## config.mk

```make
export PLATFORM = sky130hd
export DESIGN_NAME = mpga_ram
export DESIGN_NICKNAME = d
export VERILOG_FILES = /design/src/rtl/multistrike_payoff_greek_accumulator_assert.svh /design/src/rtl/mpga_ram.sv
export SDC_FILE = /design/constraint.sdc
export NUM_CORES = 2
export LEC_CHECK = 0
export BUFFER_PORTS_ARGS = -buffer_cell sky130_fd_sc_hd__buf_2
export CAP_MARGIN = 25
export CORE_MARGIN = 5
export CORE_UTILIZATION = 48
export DETAILED_ROUTE_END_ITERATION = 12
export GPL_TIMING_DRIVEN = 0
export PLACE_DENSITY = 0.77
export SYNTH_ARGS = -nofsm -noshare
export SYNTH_HDL_FRONTEND = slang
export SYNTH_SLANG_ARGS = --single-unit
```

## constraint.sdc

```tcl
create_clock -name aclk -period 5.9 [get_ports aclk]
set_input_delay 0.59 -clock aclk [delete_from_list [all_inputs] [get_ports aclk]]
set_output_delay 0.59 -clock aclk [all_outputs]
set_load 0.03 [all_outputs]
```

## src/rtl/multistrike_payoff_greek_accumulator_assert.svh

```systemverilog
// assertion macros for the greek accumulator
// used by the top level; no other dependencies
`ifndef MULTISTRIKE_PAYOFF_GREEK_ACCUMULATOR_ASSERT_SVH
`define MULTISTRIKE_PAYOFF_GREEK_ACCUMULATOR_ASSERT_SVH
`ifndef NO_ASSERTIONS
`define MPGA_ASSERT(lbl, prop) \
    lbl: assert property (@(posedge aclk) disable iff (!aresetn) prop) else $error("lbl");
`define MPGA_ASSERT_RST(lbl, prop) \
    lbl: assert property (@(posedge aclk) prop) else $error("lbl");
`else
`define MPGA_ASSERT(lbl, prop)
`define MPGA_ASSERT_RST(lbl, prop)
`endif
`endif

```

## src/rtl/mpga_ram.sv

```systemverilog
// generic single-port-write, single-read ram with registered read
// no dependencies
`default_nettype none
module mpga_ram #(
    parameter int WIDTH = 64,
    parameter int DEPTH = 64
) (
    input  wire logic                     aclk,
    input  wire logic                     we,
    input  wire logic [$clog2(DEPTH)-1:0] waddr,
    input  wire logic [WIDTH-1:0]         wdata,
    input  wire logic [$clog2(DEPTH)-1:0] raddr,
    output logic      [WIDTH-1:0]         rdata
);
    logic [WIDTH-1:0] mem [DEPTH];
    always_ff @(posedge aclk) begin
        if (we) mem[waddr] <= wdata;
        rdata <= mem[raddr];
    end
endmodule
`default_nettype wire

```

* Word-level counts from Yosys, hierarchy flattened
Memories as Yosys holds them, arrays and structs flattened. A register that Yosys moved wholly into a read port is not among the register bits.
Index checks and enable logic that the tools add are counted.
** Word-level totals
- Flip-flop bits (word level) :: 0
- Memory bits (writable) :: 4096
- Output and inout port bits :: 64
- Logic and storage cells :: 3
- Memories :: 1
** Operators by class
- Mux-type cells :: 2
** Memory list
- mem :: words 64, width 64, read ports 1, clocked after memory_dff 1, wr ports 1, line mpga_ram.sv:15 : logic [WIDTH-1:0] mem [DEPTH];
** Operators by type and width (number)
- two-way mux 1 bit :: 2

* Longest topological paths before layout
- Depth after elaboration :: 2
- Depth in mapped cells :: 9
- Gate-level depth less buffers :: 5

* Worst setup path after synthesis
OpenSTA, ideal clock, no wires.
- Path kind :: input to register
- From :: input waddr[3]
- To :: memory mem[48][0] (enable)
- Data arrival time :: 5462 ps
- Setup slack :: -126 ps
- Cell stages on the path :: 4
- Cells stage by stage :: clkbuf_1 > nor2b_1 > nand4b_1 > nor3_1
** RTL lines
- start: declaration :: line mpga_ram.sv:10 : input wire logic [$clog2(DEPTH)-1:0] waddr,
- end: declaration :: line mpga_ram.sv:15
No word-level cell before the write port.

==> results.py <==
metrics = {
    "cts": {
        "ctsResizeCount": 0,
        "cts_sinks": 4160,
        "clock_path_buffers": 4,
        "postCtsSetupBuffers": 0,
        "cts-root-buf": "clkbuf_16",
        "cts_buffers": 385,
        "htree_levels": 5,
        "clk_latency_ns": 0.94,
        "clk_pin_slew_worst_paths_ns": 0.06,
        "cts_tree": "yes",
    },
    "floorplanning": {
        "die_w_um": 581,
        "start_util": 0.482,
        "die_area_um2": 337000,
        "pin_count": 142,
        "die_h_um": 581,
        "core_area_um2": 324000,
        "rows": 209,
    },
    "sta": {
        "clock_skew_ns": 0.0559,
        "hold_violations": 0,
        "report.final.slew_viol_count": 0,
        "worst_pin_slew_ns": 1.26,
        "rsz0062_at_grt": "false",
        "fin_crit_ns": 3.95,
        "max_slew_margin": 0.162,
        "fin_crit_sh": 0.669,
        "fmax_mhz": 253,
        "finalHoldWorstSlack_ns": 0.00613,
        "setup_viol": 0,
    },
    "global_routing": {
        "antenna_found_initial": 60,
        "groute.usage.overall": 0.258,
        "grt_start_max_net_pins": 65,
        "grt_pass1_vias": 80800,
        "grt_overflow_total": 0,
        "grt_pass1_wl_um": 619000,
    },
    "worst_hold_path": {
        "min_from": "wdata[5]",
        "hold_end": "mem[48][5]",
        "hold_depth": 1,
        "min_path_type": "in2reg",
    },
    "routing": {
        "via_count": 80000,
        "drc_errors": 0,
        "routed_wl_um": 443000,
        "vias_per_cell": 6.66,
        "wl_per_cell_um": 36.9,
        "ant_nets": 0,
        "first_pass_iters": 8,
        "drt-initial-drc-count": 14500,
    },
    "critical_path": {
        "worstReg2RegEnd": "rdata[58]",
        "crit_arrival_ns": 4.65,
        "critical_path.endpoint_type": "flop",
        "reg2regPathDepth": 5,
        "required_ns": 6.60,
        "critPathKind": "in2reg",
        "r2r-start": "mem[46][58]",
        "setup.worst_path.start_class": "input pin",
        "crit_fanout": 10,
        "ff2ff_setup_slack_ns": 2.99,
    },
    "place": {
        "port_buffers": 133,
        "place_congestion": 0.822,
        "dp_hpwl_um": 274000,
    },
    "synthesis": {
        "synth_cell_types": 33,
        "avgSynthCellArea_um2": 23.7,
        "syn_inst": 6598,
        "synth-seq-cells": 4160,
        "syn-cell-area_um2": 156000,
        "ys_seq_area_frac": 0.795,
        "ys_warn_count": 0,
        "synth_nets": 6676,
    },
    "final_layout": {
        "synthToLayoutAreaGrowth_pct": 15.2,
        "final_nets": 7440,
        "utilization": 0.555,
        "drive_above_1_share": 0.293,
    },
    "power_and_ir_drop": {
        "leakage_nw": 56.2,
        "p_per_area_nw_per_um2": 338,
        "peakVddDrop_v": 0.000281,
    },
    "run_status": {
        "status": "finished clean",
    },
    "flow_run": {
        "maxCapViolCount": 0,
    },
}
[cell usage after synthesis]
cell type     n  share of area
a211oi_1     63         0.0030
a22o_1       88         0.0049
a22oi_1     168         0.0081
a2bb2oi_1    19         0.0011
a31o_1        1       0.000056
a31oi_1      18        0.00072
a41oi_1      26         0.0015
and2_1        3        0.00012
and3_1       64         0.0026
buf_1        20        0.00048
buf_2       170         0.0054
buf_4        34         0.0016
buf_6         6        0.00043
clkbuf_1    140         0.0034
dfxtp_1      64         0.0082
edfxtp_1   4096           0.79
inv_1        19        0.00046
mux2i_1     135         0.0086
mux4_2     1024           0.15
nand2_1      58         0.0014
nand2b_1     11        0.00044
nand3_1      45         0.0014
nand3b_1      2       0.000096
nand4_1       2       0.000080
nand4b_1      1       0.000056
nor2_1      112         0.0027
nor2b_1      28         0.0011
nor3_1        2       0.000064
o221ai_1     38         0.0021
o22ai_1      83         0.0033
or2_2        28         0.0011
or3_1        29         0.0012
or3b_2        1       0.000056
[sequential cells by signal (all words and copies together), names as in the netlist]
register,count
rdata,64
mem,4096
[per-stage QoR]
| stage | TNS [ns] | instances | power (mW) | area [um^2] | setup slack, ns |
|---|---|---|---|---|---|
| 6_report | 0 | 12000 | 60.9 | 180000 | 1.95 |
| 3_3_place_gp | -7841.28 | 11100 | 36.5 | 162000 | -2.54 |
| 5_1_grt | 0 | 12000 | 62.4 | 180000 | 2.12 |
| 3_5_place_dp | 0 | 11300 | 36.7 | 167000 | 1.24 |
| 2_1_floorplan | 0 | 6598 | 35.1 | 156000 | 1.28 |
| 4_1_cts | 0 | 11900 | 60.8 | 179000 | 2.16 |
[what timing repair did]
| action | 4_1_cts | 5_1_grt |
|---|---|---|
| setup endpoints to repair | 0 | 0 |
| hold buffers | 0 | 4 |
| hold endpoints to repair | 0 | 20 |
[worst max path at each step]
| stage | from | endpoint | slack (ns) | cells past startpoint |
|---|---|---|---|---|
| floorplan | waddr[5] | mem[39][0] | 1.28 | 4 |
| global placement | waddr[2] | mem[29][33] | -2.54 | 4 |
| detailed placement | raddr[2] | rdata[6] | 1.24 | 9 |
| CTS | raddr[2] | rdata[6] | 2.16 | 9 |
| global route | raddr[2] | rdata[6] | 2.12 | 9 |
| finish | raddr[2] | rdata[6] | 1.95 | 9 |
[critical path: stages]
cell and delay [ns]:
buf_2 0.17, buf_4 0.31, buf_2 0.52, buf_2 0.72
buf_4 0.38, mux2i_1 0.15, o22ai_1 0.53, a31oi_1 0.28
a211oi_1 0.94
[cell usage in the layout (no fill, tap or decap), types with 5 or more instances in the layout]
master,count
nor2_1,50
and3_1,64
nor2b_1,28
clkinv_8,6
a2bb2oi_1,19
dfxtp_1,64
clkinvlp_4,21
a22o_1,88
nand2b_1,11
buf_12,192
clkinv_1,84
a41oi_1,26
bufinv_16,32
a211oi_1,63
o22ai_1,83
mux2i_1,135
o221ai_1,38
clkbuf_16,394
buf_4,44
or3_1,29
clkbuf_1,208
nand2_1,58
edfxtp_1,4096
nor2_4,62
buf_1,19
inv_16,5
buf_2,306
a22oi_1,168
or2_2,28
buf_6,7
buf_16,29
clkbuf_2,5
a31oi_1,18
nand3_1,45
diode_2,15
clkinv_2,68
mux4_2,1024
inv_1,19
buf_8,6
inv_6,8
[kinds of logic (layout without fill, tap and decap cells)]
kind of cell | count (synthesis) | in the layout | synth area share
other cells | 0 | 15 | 0
simple gates | 386 | 386 | 0.0124
mux | 1159 | 1159 | 0.156
flops | 4160 | 4160 | 0.795
buf+inv | 389 | 1463 | 0.0118
compound gates | 504 | 504 | 0.0248
[final cells by class]
cell class / instances / area [um^2]
plain buffers: 370 / 1780
diodes: 15 / 37.5
fillers: 22300 / 144000
clock buffers: 470 / 10200
clock inverters: 227 / 2070
flip-flops and latches: 4160 / 124000
inverters: 19 / 71.3
repair buffers: 377 / 5530
well taps: 4325 / 5410
multi-input cells: 2049 / 30700
[power by group]
group	total [mW]	internal (mW)	switching, mW
sequential	32.8	32.7	0.0784
combinational	3.47	1.15	2.32
clock	24.6	13.7	10.9
total	60.9	47.6	13.3
[per-layer routing]
layer	GRT usage	share of wire	up-vias
met1	0.324	0.32	41300
li1	-	-	30000
met3	0.0713	0.14	1408
met4	0.143	0.067	42
met2	0.411	0.48	7238
met5	0	0.00056	-
Note: power is estimated with default switching activity, not from simulation.
